$ cat src/swd_pkg.sv
// Shared types, constants and helpers of the SWD host transaction engine.
`default_nettype none
package swd_pkg;

	localparam int unsigned QUEUE_DEPTH     = 2;
	localparam int unsigned HDR_BITS        = 8;
	localparam int unsigned ACK_BITS        = 3;
	localparam int unsigned DATA_BITS       = 32;
	localparam int unsigned HIGH_W          = 7;
	localparam int unsigned IDLE_W          = 4;
	localparam int unsigned CNT_W           = 7;
	localparam int unsigned CFG_DATA_W      = 7;

	localparam logic [HIGH_W-1:0]   MIN_HIGH_RUN   = 7'd50;
	localparam logic [HIGH_W-1:0]   HIGH_RESET     = 7'd56;
	localparam logic [IDLE_W-1:0]   IDLE_RESET     = 4'd2;
	localparam logic [ACK_BITS-1:0] ACK_OK         = 3'b001;

	typedef enum logic [1:0] {
		KIND_TICK  = 2'd0,
		KIND_TXN   = 2'd1,
		KIND_LRST  = 2'd2,
		KIND_SPARE = 2'd3
	} kind_t;

	typedef enum logic [1:0] {
		OP_TICK,
		OP_TXN,
		OP_LRST,
		OP_NONE
	} op_t;

	typedef enum logic {
		CFG_HIGH_RUN = 1'b0,
		CFG_IDLE_RUN = 1'b1
	} cfg_reg_t;

	typedef enum logic [3:0] {
		PH_IDLE   = 4'd0,
		PH_HDR    = 4'd1,
		PH_TRN1   = 4'd2,
		PH_ACK    = 4'd3,
		PH_TRN2   = 4'd4,
		PH_WDATA  = 4'd5,
		PH_WPAR   = 4'd6,
		PH_RDATA  = 4'd7,
		PH_RPAR   = 4'd8,
		PH_TRNEND = 4'd9,
		PH_LRH    = 4'd10,
		PH_LRL    = 4'd11
	} phase_t;

	typedef struct packed {
		op_t                  op;
		logic [HDR_BITS-1:0]  header;
		logic [DATA_BITS-1:0] wdata;
		logic                 wpar;
		logic                 rnw;
		logic                 sampled;
	} entry_t;

	typedef struct packed {
		logic                 drive_bit;
		logic                 drive_enable;
		logic                 clock_active;
		logic                 busy_res;
		logic                 done_res;
		logic [ACK_BITS-1:0]  ack_code;
		logic [DATA_BITS-1:0] rd_word;
		logic                 parity_error;
		logic                 rejected;
	} result_t;

endpackage
`default_nettype wire

$ cat src/swd_front.sv
// Request decode and transfer queue in front of the SWD engine.
`default_nettype none
module swd_front
	import swd_pkg::*;
#(
	parameter int unsigned DEPTH = QUEUE_DEPTH
) (
	input  wire logic                 clk,
	input  wire logic                 arst_n,
	input  wire logic                 in_valid,
	output logic                      in_stall,
	input  wire logic [1:0]           kind,
	input  wire logic                 ap_not_dp,
	input  wire logic                 read_not_write,
	input  wire logic [1:0]           reg_addr,
	input  wire logic [DATA_BITS-1:0] wr_word,
	input  wire logic                 sampled_bit,
	output logic                      q_valid,
	output entry_t                    q_entry,
	input  wire logic                 q_pop
);

	localparam int unsigned PTR_W = (DEPTH > 1) ? $clog2(DEPTH) : 1;
	localparam int unsigned CNT_QW = $clog2(DEPTH + 1);
	localparam logic [PTR_W-1:0]  LAST_PTR = PTR_W'(DEPTH - 1);
	localparam logic [CNT_QW-1:0] FULL_CNT = CNT_QW'(DEPTH);

	entry_t              slot_q [DEPTH];
	logic [PTR_W-1:0]    wr_ptr_q;
	logic [PTR_W-1:0]    rd_ptr_q;
	logic [CNT_QW-1:0]   count_q;
	entry_t              entry_in;
	logic                push;
	logic                hdr_par;

	always_comb begin
		hdr_par = ap_not_dp ^ read_not_write ^ reg_addr[0] ^ reg_addr[1];
		entry_in.header  = {1'b1, 1'b0, hdr_par, reg_addr, read_not_write, ap_not_dp, 1'b1};
		entry_in.wdata   = wr_word;
		entry_in.wpar    = ^wr_word;
		entry_in.rnw     = read_not_write;
		entry_in.sampled = sampled_bit;
		case (kind_t'(kind))
			KIND_TICK: entry_in.op = OP_TICK;
			KIND_TXN:  entry_in.op = OP_TXN;
			KIND_LRST: entry_in.op = OP_LRST;
			default:   entry_in.op = OP_NONE;
		endcase
	end

	assign in_stall = (count_q == FULL_CNT);
	assign push     = in_valid && !in_stall;
	assign q_valid  = (count_q != '0);
	assign q_entry  = slot_q[rd_ptr_q];

	always_ff @(posedge clk) begin
		if (push) begin
			slot_q[wr_ptr_q] <= entry_in;
		end
	end

	always_ff @(posedge clk or negedge arst_n) begin
		if (!arst_n) begin
			wr_ptr_q <= '0;
			rd_ptr_q <= '0;
			count_q  <= '0;
		end else begin
			if (push) begin
				wr_ptr_q <= (wr_ptr_q == LAST_PTR) ? '0 : wr_ptr_q + 1'b1;
			end
			if (q_pop) begin
				rd_ptr_q <= (rd_ptr_q == LAST_PTR) ? '0 : rd_ptr_q + 1'b1;
			end
			case ({push, q_pop})
				2'b10:   count_q <= count_q + 1'b1;
				2'b01:   count_q <= count_q - 1'b1;
				default: count_q <= count_q;
			endcase
		end
	end

endmodule
`default_nettype wire

$ cat src/swd_back.sv
// SWD engine: phase sequencer, shift registers and result register.
`default_nettype none
module swd_back
	import swd_pkg::*;
(
	input  wire logic                  clk,
	input  wire logic                  arst_n,
	input  wire logic                  cfg_we,
	input  wire logic                  cfg_index,
	input  wire logic [CFG_DATA_W-1:0] cfg_data,
	input  wire logic                  q_valid,
	input  entry_t                     q_entry,
	output logic                       q_pop,
	output logic                       out_valid,
	input  wire logic                  out_stall,
	output result_t                    res
);

	logic [HIGH_W-1:0]    high_cfg_q;
	logic [IDLE_W-1:0]    idle_cfg_q;

	phase_t               phase_q,  phase_n;
	logic [CNT_W-1:0]     cnt_q,    cnt_n;
	logic [HDR_BITS-1:0]  hdr_q,    hdr_n;
	logic [DATA_BITS-1:0] data_q,   data_n;
	logic                 par_q,    par_n;
	logic [ACK_BITS-1:0]  ack_q,    ack_n;
	logic                 rd_q,     rd_n;

	result_t              res_n;
	result_t              res_q;
	logic                 out_valid_q;

	logic                 busy;
	logic                 tick;
	logic [CNT_W:0]       cnt_inc;
	logic [HIGH_W-1:0]    high_run;
	logic                 s;

	function automatic logic [1:0] present(phase_t ph, logic h0, logic d0, logic p);
		case (ph)
			PH_HDR:    present = {h0, 1'b1};
			PH_WDATA:  present = {d0, 1'b1};
			PH_WPAR:   present = {p, 1'b1};
			PH_LRH:    present = 2'b11;
			PH_TRN1, PH_ACK, PH_TRN2, PH_RDATA, PH_RPAR, PH_TRNEND:
			           present = 2'b00;
			default:   present = 2'b01;
		endcase
	endfunction

	assign busy     = (phase_q != PH_IDLE);
	assign tick     = (q_entry.op == OP_TICK) && busy;
	assign s        = q_entry.sampled;
	assign cnt_inc  = {1'b0, cnt_q} + 1'b1;
	assign high_run = (high_cfg_q < MIN_HIGH_RUN) ? MIN_HIGH_RUN : high_cfg_q;
	assign q_pop    = q_valid && (!out_valid_q || !out_stall);

	// next state and datapath
	always_comb begin
		phase_n = phase_q;
		cnt_n   = cnt_q;
		hdr_n   = hdr_q;
		data_n  = data_q;
		par_n   = par_q;
		ack_n   = ack_q;
		rd_n    = rd_q;
		if (tick) begin
			case (phase_q)
				PH_HDR: begin
					hdr_n = hdr_q >> 1;
					cnt_n = cnt_inc[CNT_W-1:0];
					if (cnt_inc >= (CNT_W+1)'(HDR_BITS)) begin
						phase_n = PH_TRN1;
						cnt_n   = '0;
					end
				end
				PH_TRN1: begin
					phase_n = PH_ACK;
					cnt_n   = '0;
					ack_n   = '0;
				end
				PH_ACK: begin
					if (cnt_q[1:0] < 2'(ACK_BITS)) begin
						ack_n[cnt_q[1:0]] = ack_q[cnt_q[1:0]] | s;
					end
					cnt_n = cnt_inc[CNT_W-1:0];
					if (cnt_inc >= (CNT_W+1)'(ACK_BITS)) begin
						cnt_n = '0;
						if (ack_n != ACK_OK) begin
							phase_n = PH_TRNEND;
						end else if (rd_q) begin
							phase_n = PH_RDATA;
							data_n  = '0;
							par_n   = 1'b0;
						end else begin
							phase_n = PH_TRN2;
						end
					end
				end
				PH_TRN2: begin
					phase_n = PH_WDATA;
					cnt_n   = '0;
				end
				PH_WDATA: begin
					data_n = data_q >> 1;
					cnt_n  = cnt_inc[CNT_W-1:0];
					if (cnt_inc >= (CNT_W+1)'(DATA_BITS)) begin
						phase_n = PH_WPAR;
						cnt_n   = '0;
					end
				end
				PH_WPAR:   phase_n = PH_IDLE;
				PH_RDATA: begin
					data_n = {s, data_q[DATA_BITS-1:1]};
					par_n  = par_q ^ s;
					cnt_n  = cnt_inc[CNT_W-1:0];
					if (cnt_inc >= (CNT_W+1)'(DATA_BITS)) begin
						phase_n = PH_RPAR;
						cnt_n   = '0;
					end
				end
				PH_RPAR: begin
					par_n   = par_q ^ s;
					phase_n = PH_TRNEND;
				end
				PH_TRNEND: phase_n = PH_IDLE;
				PH_LRH: begin
					cnt_n = cnt_inc[CNT_W-1:0];
					if (cnt_inc >= {1'b0, high_run}) begin
						cnt_n   = '0;
						phase_n = (idle_cfg_q == '0) ? PH_IDLE : PH_LRL;
					end
				end
				PH_LRL: begin
					cnt_n = cnt_inc[CNT_W-1:0];
					if (cnt_inc >= (CNT_W+1)'(idle_cfg_q)) begin
						cnt_n   = '0;
						phase_n = PH_IDLE;
					end
				end
				default: phase_n = PH_IDLE;
			endcase
		end else if (!busy && q_entry.op == OP_TXN) begin
			hdr_n   = q_entry.header;
			data_n  = q_entry.wdata;
			par_n   = q_entry.wpar;
			ack_n   = '0;
			rd_n    = q_entry.rnw;
			cnt_n   = '0;
			phase_n = PH_HDR;
		end else if (!busy && q_entry.op == OP_LRST) begin
			hdr_n   = '0;
			ack_n   = '0;
			par_n   = 1'b0;
			rd_n    = 1'b0;
			cnt_n   = '0;
			phase_n = PH_LRH;
		end
	end

	// result of this step
	always_comb begin
		if (tick) begin
			{res_n.drive_bit, res_n.drive_enable} = present(phase_q, hdr_q[0], data_q[0], par_q);
		end else begin
			{res_n.drive_bit, res_n.drive_enable} = present(phase_n, hdr_n[0], data_n[0], par_n);
		end
		res_n.clock_active = tick;
		res_n.busy_res     = (phase_n != PH_IDLE);
		res_n.done_res     = tick && (phase_n == PH_IDLE);
		res_n.ack_code     = res_n.done_res ? ack_q : '0;
		res_n.parity_error = 1'b0;
		res_n.rd_word      = '0;
		if (tick && phase_q == PH_TRNEND && ack_q == ACK_OK && rd_q) begin
			res_n.parity_error = par_q;
			res_n.rd_word      = par_q ? '0 : data_q;
		end
		res_n.rejected     = busy && (q_entry.op == OP_TXN || q_entry.op == OP_LRST);
	end

	always_ff @(posedge clk or negedge arst_n) begin
		if (!arst_n) begin
			high_cfg_q <= HIGH_RESET;
			idle_cfg_q <= IDLE_RESET;
		end else if (cfg_we) begin
			case (cfg_reg_t'(cfg_index))
				CFG_HIGH_RUN: high_cfg_q <= cfg_data[HIGH_W-1:0];
				CFG_IDLE_RUN: idle_cfg_q <= cfg_data[IDLE_W-1:0];
				default:      high_cfg_q <= high_cfg_q;
			endcase
		end
	end

	always_ff @(posedge clk or negedge arst_n) begin
		if (!arst_n) begin
			phase_q     <= PH_IDLE;
			cnt_q       <= '0;
			hdr_q       <= '0;
			data_q      <= '0;
			par_q       <= 1'b0;
			ack_q       <= '0;
			rd_q        <= 1'b0;
			out_valid_q <= 1'b0;
		end else begin
			if (q_pop) begin
				phase_q <= phase_n;
				cnt_q   <= cnt_n;
				hdr_q   <= hdr_n;
				data_q  <= data_n;
				par_q   <= par_n;
				ack_q   <= ack_n;
				rd_q    <= rd_n;
			end
			if (q_pop) begin
				out_valid_q <= 1'b1;
			end else if (!out_stall) begin
				out_valid_q <= 1'b0;
			end
		end
	end

	always_ff @(posedge clk) begin
		if (q_pop) begin
			res_q <= res_n;
		end
	end

	assign out_valid = out_valid_q;
	assign res       = res_q;

	a_done_idle: assert property (@(posedge clk) disable iff (!arst_n)
		q_pop && res_n.done_res |=> phase_q == PH_IDLE)
		else $error("done without return to idle");

	a_reject_hold: assert property (@(posedge clk) disable iff (!arst_n)
		q_pop && res_n.rejected |=> phase_q == $past(phase_q))
		else $error("rejected request changed the phase");

	a_idle_noclk: assert property (@(posedge clk) disable iff (!arst_n)
		q_pop && phase_q == PH_IDLE |-> !res_n.clock_active && !res_n.done_res)
		else $error("clock cycle produced while idle");

	a_perr_zero: assert property (@(posedge clk) disable iff (!arst_n)
		q_pop && res_n.parity_error |-> res_n.rd_word == '0 && res_n.done_res)
		else $error("parity error with non-zero read word");

endmodule
`default_nettype wire

$ cat src/swd_host_transaction_engine_core.sv
// Top level of the SWD host transaction engine.
// Serial Wire Debug host, one SWCLK bit period per transfer on the input channel. Each input
// transfer (clock tick, transaction start or line reset start) yields exactly one result
// transfer carrying the SWDIO drive level, drive enable and status. One transfer is taken
// per clock cycle unless out_stall is held: the phase register advances once per transfer.
// A transfer passes through a request queue (QUEUE_DEPTH entries) and the result register.
// Configuration writes must be made only while the engine is idle; the block itself does not
// enforce this. Index 0 sets the line reset high run, index 1 the idle low run.
`default_nettype none
module swd_host_transaction_engine_core
	import swd_pkg::*;
#(
	parameter int unsigned QUEUE_DEPTH_P = QUEUE_DEPTH
) (
	input  wire logic                  clk,
	input  wire logic                  arst_n,
	input  wire logic                  cfg_we,
	input  wire logic                  cfg_index,
	input  wire logic [CFG_DATA_W-1:0] cfg_data,
	input  wire logic                  in_valid,
	output logic                       in_stall,
	input  wire logic [1:0]            kind,
	input  wire logic                  ap_not_dp,
	input  wire logic                  read_not_write,
	input  wire logic [1:0]            reg_addr,
	input  wire logic [DATA_BITS-1:0]  wr_word,
	input  wire logic                  sampled_bit,
	output logic                       out_valid,
	input  wire logic                  out_stall,
	output logic                       drive_bit,
	output logic                       drive_enable,
	output logic                       clock_active,
	output logic                       busy_res,
	output logic                       done_res,
	output logic [ACK_BITS-1:0]        ack_code,
	output logic [DATA_BITS-1:0]       rd_word,
	output logic                       parity_error,
	output logic                       rejected
);

	logic    q_valid;
	logic    q_pop;
	entry_t  q_entry;
	result_t res;

	swd_front #(
		.DEPTH(QUEUE_DEPTH_P)
	) u_front (
		.clk            (clk),
		.arst_n         (arst_n),
		.in_valid       (in_valid),
		.in_stall       (in_stall),
		.kind           (kind),
		.ap_not_dp      (ap_not_dp),
		.read_not_write (read_not_write),
		.reg_addr       (reg_addr),
		.wr_word        (wr_word),
		.sampled_bit    (sampled_bit),
		.q_valid        (q_valid),
		.q_entry        (q_entry),
		.q_pop          (q_pop)
	);

	swd_back u_back (
		.clk       (clk),
		.arst_n    (arst_n),
		.cfg_we    (cfg_we),
		.cfg_index (cfg_index),
		.cfg_data  (cfg_data),
		.q_valid   (q_valid),
		.q_entry   (q_entry),
		.q_pop     (q_pop),
		.out_valid (out_valid),
		.out_stall (out_stall),
		.res       (res)
	);

	assign drive_bit    = res.drive_bit;
	assign drive_enable = res.drive_enable;
	assign clock_active = res.clock_active;
	assign busy_res     = res.busy_res;
	assign done_res     = res.done_res;
	assign ack_code     = res.ack_code;
	assign rd_word      = res.rd_word;
	assign parity_error = res.parity_error;
	assign rejected     = res.rejected;

endmodule
`default_nettype wire

$ cat config.mk
export PLATFORM = sky130hd
export DESIGN_NAME = swd_host_transaction_engine_core
export DESIGN_NICKNAME = d
export VERILOG_FILES = /design/src/swd_pkg.sv /design/src/swd_front.sv /design/src/swd_back.sv /design/src/swd_host_transaction_engine_core.sv
export SDC_FILE = /design/constraint.sdc
export NUM_CORES = 1
export LEC_CHECK = 0
export BUFFER_PORTS_ARGS = -buffer_cell sky130_fd_sc_hd__buf_2
export CAP_MARGIN = 15
export CORE_UTILIZATION = 29
export DETAILED_ROUTE_END_ITERATION = 12
export PLACE_DENSITY_LB_ADDON = 0.1
export SETUP_SLACK_MARGIN = 0.1
export SYNTH_ARGS = -nofsm -noshare
export SYNTH_HDL_FRONTEND = slang
export SYNTH_SLANG_ARGS = --single-unit
$ cat constraint.sdc
create_clock -name clk -period 4.3 [get_ports clk]
set_input_delay 0.43 -clock clk [delete_from_list [all_inputs] [get_ports clk]]
set_output_delay 0.43 -clock clk [all_outputs]
set_load 0.02 [all_outputs]
* Yosys cells after proc, flatten, opt, wreduce, memory -nomap -nowiden *
Memories as Yosys holds them, arrays and structs flattened.
Index checks and enable logic that the tools add are counted.

storage, ports and cells
  register bits after elaboration = 114
  memory bits (writable) = 84
  output and inout port bits = 44
  logic and storage cells = 192
  memories = 1

memories
  memory          words  bits a word  rd ports  clocked after memory_dff  wr ports  line             text
  u_front.slot_q  2      42           1         0                         1         swd_front.sv:28  entry_t slot_q [DEPTH];

cells by class
  add/subtract/negate cells = 5
  $lt $le $gt $ge = 9
  equal/unequal tests = 38
  multiplexer cells = 65
  bitwise operators = 8
  reduce and logical (&&, ||, !) cells = 42

operators with widths
  operator                                                                              number
  32-bit 2-to-1 mux                                                                     5
  32-bit case mux with 3 select lines                                                   1
  7-bit 2-to-1 mux                                                                      9
  4-bit 2-to-1 mux                                                                      11
  7-bit case mux with 6 select lines                                                    1
  4-bit case mux with 9 select lines                                                    1
  4-bit by 3-bit equality test with 1-bit output (second input constant)                8
  8-bit 2-to-1 mux                                                                      4
  32-bit XOR reduction                                                                  1
  4-bit equality test (second input constant)                                           7
  2-bit case mux with 5 select lines                                                    2
  3-bit 2-to-1 mux                                                                      6
  4-bit by 2-bit equality test with 1-bit output (second input constant)                4
  1-bit 2-to-1 mux                                                                      16
  3-bit AND reduction                                                                   4
  6-bit OR reduction                                                                    2
  1-bit logical AND                                                                     11
  3-bit != test (second input constant)                                                 3
  7-bit by 1-bit adder with 8-bit output (second input constant)                        1
  2-bit equality test (second input constant)                                           4
  4-bit by 1-bit equality test with 1-bit output (second input constant)                2
  8-bit by 2-bit greater-or-equal comparator with 1-bit output (second input constant)  1
  8-bit by 4-bit greater-or-equal comparator with 1-bit output                          1
  8-bit by 4-bit greater-or-equal comparator with 1-bit output (second input constant)  1
  38 further kinds                                                                      61

* Longest topological paths before layout *
  word-level depth = 17
  depth in mapped cells = 15
  gate-level depth less buffers = 13

* Hierarchy *
Synthesis repeated with hierarchy kept, for this count alone.

second synthesis, totals
  cells, all modules = 773
  area, all modules = 9371.5 µm²

modules (own cells, without submodules)
  module     times used  cells each  area each (µm²)  sequential area each (µm²)
  swd_back   1           586         5890.6           2967.8
  swd_front  1           187         3480.8           2562.5

* Worst setup path after synthesis *
OpenSTA, ideal clock, no wires.

  path kind = flip-flop to flip-flop
  start point = reg u_front.rd_ptr_q
  end point = reg u_back.res_q, in the netlist u_back.res[40] (data pin)
  arrival time = 3.340 ns
  required time = 4.042 ns
  path slack = 0.702 ns
  cell stages (with the launch flop) = 15
  period minus slack after synthesis = 3.598 ns
  path through = dfrtp_1 -> buf_2 -> buf_1 -> clkbuf_1 -> mux2i_1 -> inv_1 -> ha_1 -> and2_1 -> nor2_2 -> a32o_1 -> nor4_2 -> a22o_4 -> or2_1 -> a21boi_0 -> o21ai_1

RTL lines
  what                    line             text
  from (decl)             swd_front.sv:30  logic [PTR_W-1:0] rd_ptr_q;
  from (signal assigned)  swd_front.sv:72  rd_ptr_q <= (rd_ptr_q == LAST_PTR) ? '0 : rd_ptr_q + 1'b1;
  to (signal assigned)    swd_back.sv:225  res_q <= res_n;
  to (decl)               swd_back.sv:31   result_t res_q;

==> flow_metrics.env <==
export IMPL_cts_tree="yes"
export IMPL_r2r_start="u_back.cnt_q[0]"
export IMPL_async_flop_share=0.367
export IMPL_fin_worst_skew_ps=13.2
export IMPL_cts_sinks=196
export IMPL_critPathLaunchType="register"
export IMPL_hold_path_class="input port to asynchronous set/reset pin"
export IMPL_routedWlPerCell_um=18.0
export IMPL_syn_inst=793
export IMPL_critical_path_slowest_cell="o41ai_4"
export IMPL_critPathLaunch="u_back.cnt_q[0]"
export IMPL_grt_pass1_wl_mm=36.7
export IMPL_ys_flop_type="edfxtp_1"
export IMPL_yosysWarnings=0
export IMPL_io_buffers=95
export IMPL_cts_resized=0
export IMPL_min_period_ps=3780
export IMPL_routed_wl_met2_mm=10.9
export IMPL_cts_htree_levels=4
export IMPL_critPathCapture="u_back.res[41]"
export IMPL_drt_iter0_drc=324
export IMPL_wl_met3_um=881
export IMPL_final_common_cell="edfxtp_1"
export IMPL_cts_buffers=17
export IMPL_syn_area_um2=9270
export IMPL_drv_cap=0
export IMPL_routed_top_layer="met4"
export IMPL_wirelength_mm=23.4
export IMPL_grt_start_max_net_pins=63
export IMPL_core_area_um2=31500
export IMPL_crit_chain="ha_1 -> nand3_1 -> nor2_1 -> xor2_1 -> ha_1 -> o2111ai_1 -> o21ai_0 -> o22ai_2 -> o41ai_4 -> nand3_1 -> a21oi_1 -> a2bb2oi_1 -> o31ai_1"
export IMPL_irDropWorstVdd_uv=273
export IMPL_insertion_delay_ps=440
export IMPL_yosysSeqAreaShare=0.597
export IMPL_p_leak_nw=4.26
export IMPL_powerDensity_nw_per_um2=678
export IMPL_num_nets_final=955
export IMPL_start_util=0.295
export IMPL_rows=65
export IMPL_final_hold_viol_count=0
export IMPL_fp_dieW_um=181
export IMPL_path_clk_slew_ps=70
export IMPL_ys_ff_latch=196
export IMPL_track_usage=0.149
export IMPL_dieArea_um2=32700
export IMPL_arrival_ps=4030
export IMPL_worst_slew_pin_slew_ps=906
export IMPL_antenna_found_initial=2
export IMPL_grt_overflow=0
export IMPL_syn_avg_cell_area_um2=11.7
export IMPL_detailroute_via_count=6161
export IMPL_syn_to_final_growth_pct=16.5
export IMPL_cp_num_cells=13
export IMPL_die_height_um=181
export IMPL_drive_above_1_share=0.198
export IMPL_cpLargestDelayFamily="compound AO/OA/AOI/OAI gates"
export IMPL_crit_buf_inv=0
export IMPL_drv_slew=0
export IMPL_clockBufferDepth=2
export IMPL_max_freq_ghz=0.264
export IMPL_post_cts_buffers=0
export IMPL_status="finished, final reports clean"
export IMPL_worstRegToRegCells=13
export IMPL_drtAntennaViolNets=0
export IMPL_rsz0062_at_grt="no"
export IMPL_final_cells=1301
export IMPL_finalSetupTns_ps=0
export IMPL_most_common_layout_cells="edfxtp_1, buf_2, nor2_1"
export IMPL_regToRegSetupSlack_ps=520
export IMPL_io_pin_count=96
export IMPL_clockRootBuffer="clkbuf_16"
export IMPL_finalCritPeriodShare=0.879
export IMPL_slew_headroom=0.395
export IMPL_synth_edf_count=124
export IMPL_critPathRequiredTime_ps=4550
export IMPL_met1_length_mm=11.5
export IMPL_synth_cell_types=67
export IMPL_synth_nets=864
export IMPL_dp_hpwl_mm=15.8
export IMPL_crit_type="register to register"
export IMPL_drc_errors=0
export IMPL_r2r_end="u_back.res[41]"
export IMPL_first_pass_iters=5
export IMPL_grt_pass1_vias=6293
export IMPL_dp_cells=1267
export IMPL_worstPathMaxFanout=9
export IMPL_avgViaCountPerCell=4.74
export IMPL_max_stage_delay_ps=550
export IMPL_setup_viol=0
export IMPL_cp_end_kind="register"
export IMPL_gp_congestion=0.822
[stage by stage]
| stage | utilization | setup WS, ps | power (mW) | hold slack, ps | instance area [um^2] |
|---|---|---|---|---|---|
| after floorplan | - | 702 | 4.92 | 134 | 9270 |
| after CTS | 0.343 | 425 | 7.42 | 11.3 | 10800 |
| after global routing | 0.343 | 100 | 7.83 | 28.0 | 10800 |
| after detailed placement | 0.325 | 427 | 5.77 | 471 | 10200 |
| final | 0.343 | 519 | 7.32 | 3.34 | 10800 |
| after global placement | 0.325 | 543 | 5.79 | 462 | 10200 |
[worst min-delay path by stage]
stage / end / slack (ps) / depth (start not counted)
6_report: u_back.cnt_q[4] / 3 / 1
2_1_floorplan: u_back.ack_q[0] / 130 / 0
3_5_place_dp: u_back.hdr_q[2] / 470 / 2
3_3_place_gp: u_back.hdr_q[3] / 460 / 2
5_1_grt: u_back.cnt_q[4] / 30 / 1
4_1_cts: u_back.data_q[29] / 10 / 1
[state kept, by name (all words and copies together) (netlist names), 4 cells and up]
register,count
u_back.phase_q,4
u_back.high_cfg_q,7
u_back.cnt_q,7
u_back.idle_cfg_q,4
u_back.data_q,32
u_back.hdr_q,8
u_front.slot_q,82
u_back.res,42
[cell usage after synthesis, types with 15 or more instances]
master    count  area, um^2
dfrtp_1      68        1700
nand2b_1     16         100
xnor2_1      37         324
mux2_2       15         169
mux2i_1      40         400
and2_1       38         238
ha_1         19         238
o21ai_0      39         195
edfxtp_1    124        3720
nor2_1       96         360
nand2_1      43         161
a21oi_1      85         425
inv_1        21        78.8
clkbuf_1     28         105
[kinds of logic after synthesis]
logic type	synth area share
mux	0.0614
fa+ha+maj	0.0256
compound gates	0.116
simple gates	0.133
buf+inv	0.0248
flops	0.597
xor+xnor	0.0425
[report_power, final]
| part | switching [mW] | total (mW) | internal (mW) |
|---|---|---|---|
| logic | 1.68 | 2.65 | 0.961 |
| registers | 0.366 | 3.06 | 2.69 |
| clock network | 0.748 | 1.62 | 0.869 |
[routing by layer]
layer,vias up,GRT usage
li1,3037,-
met1,3000,0.204
met2,106,0.237
met3,18,0.0339
met4,0,0.0356
met5,-,0
[repair_timing]
action	in CTS	in global routing
endpoints found under the setup margin	0	1
hold buffers	0	0
hold endpoints to repair	0	0
[area by class of cell]
class / instances / area (um^2)
Timing Repair Buffer: 109 / 583
Sequential cell: 196 / 5530
Clock buffer: 19 / 433
Multi-Input combinational cell: 539 / 3520
Clock inverter: 13 / 145
Antenna cell: 2 / 5.00
Tap cell: 402 / 503
Fill cell: 3129 / 20700
Inverter: 21 / 78.8
No activity file was read; power rests on OpenSTA's default activity.
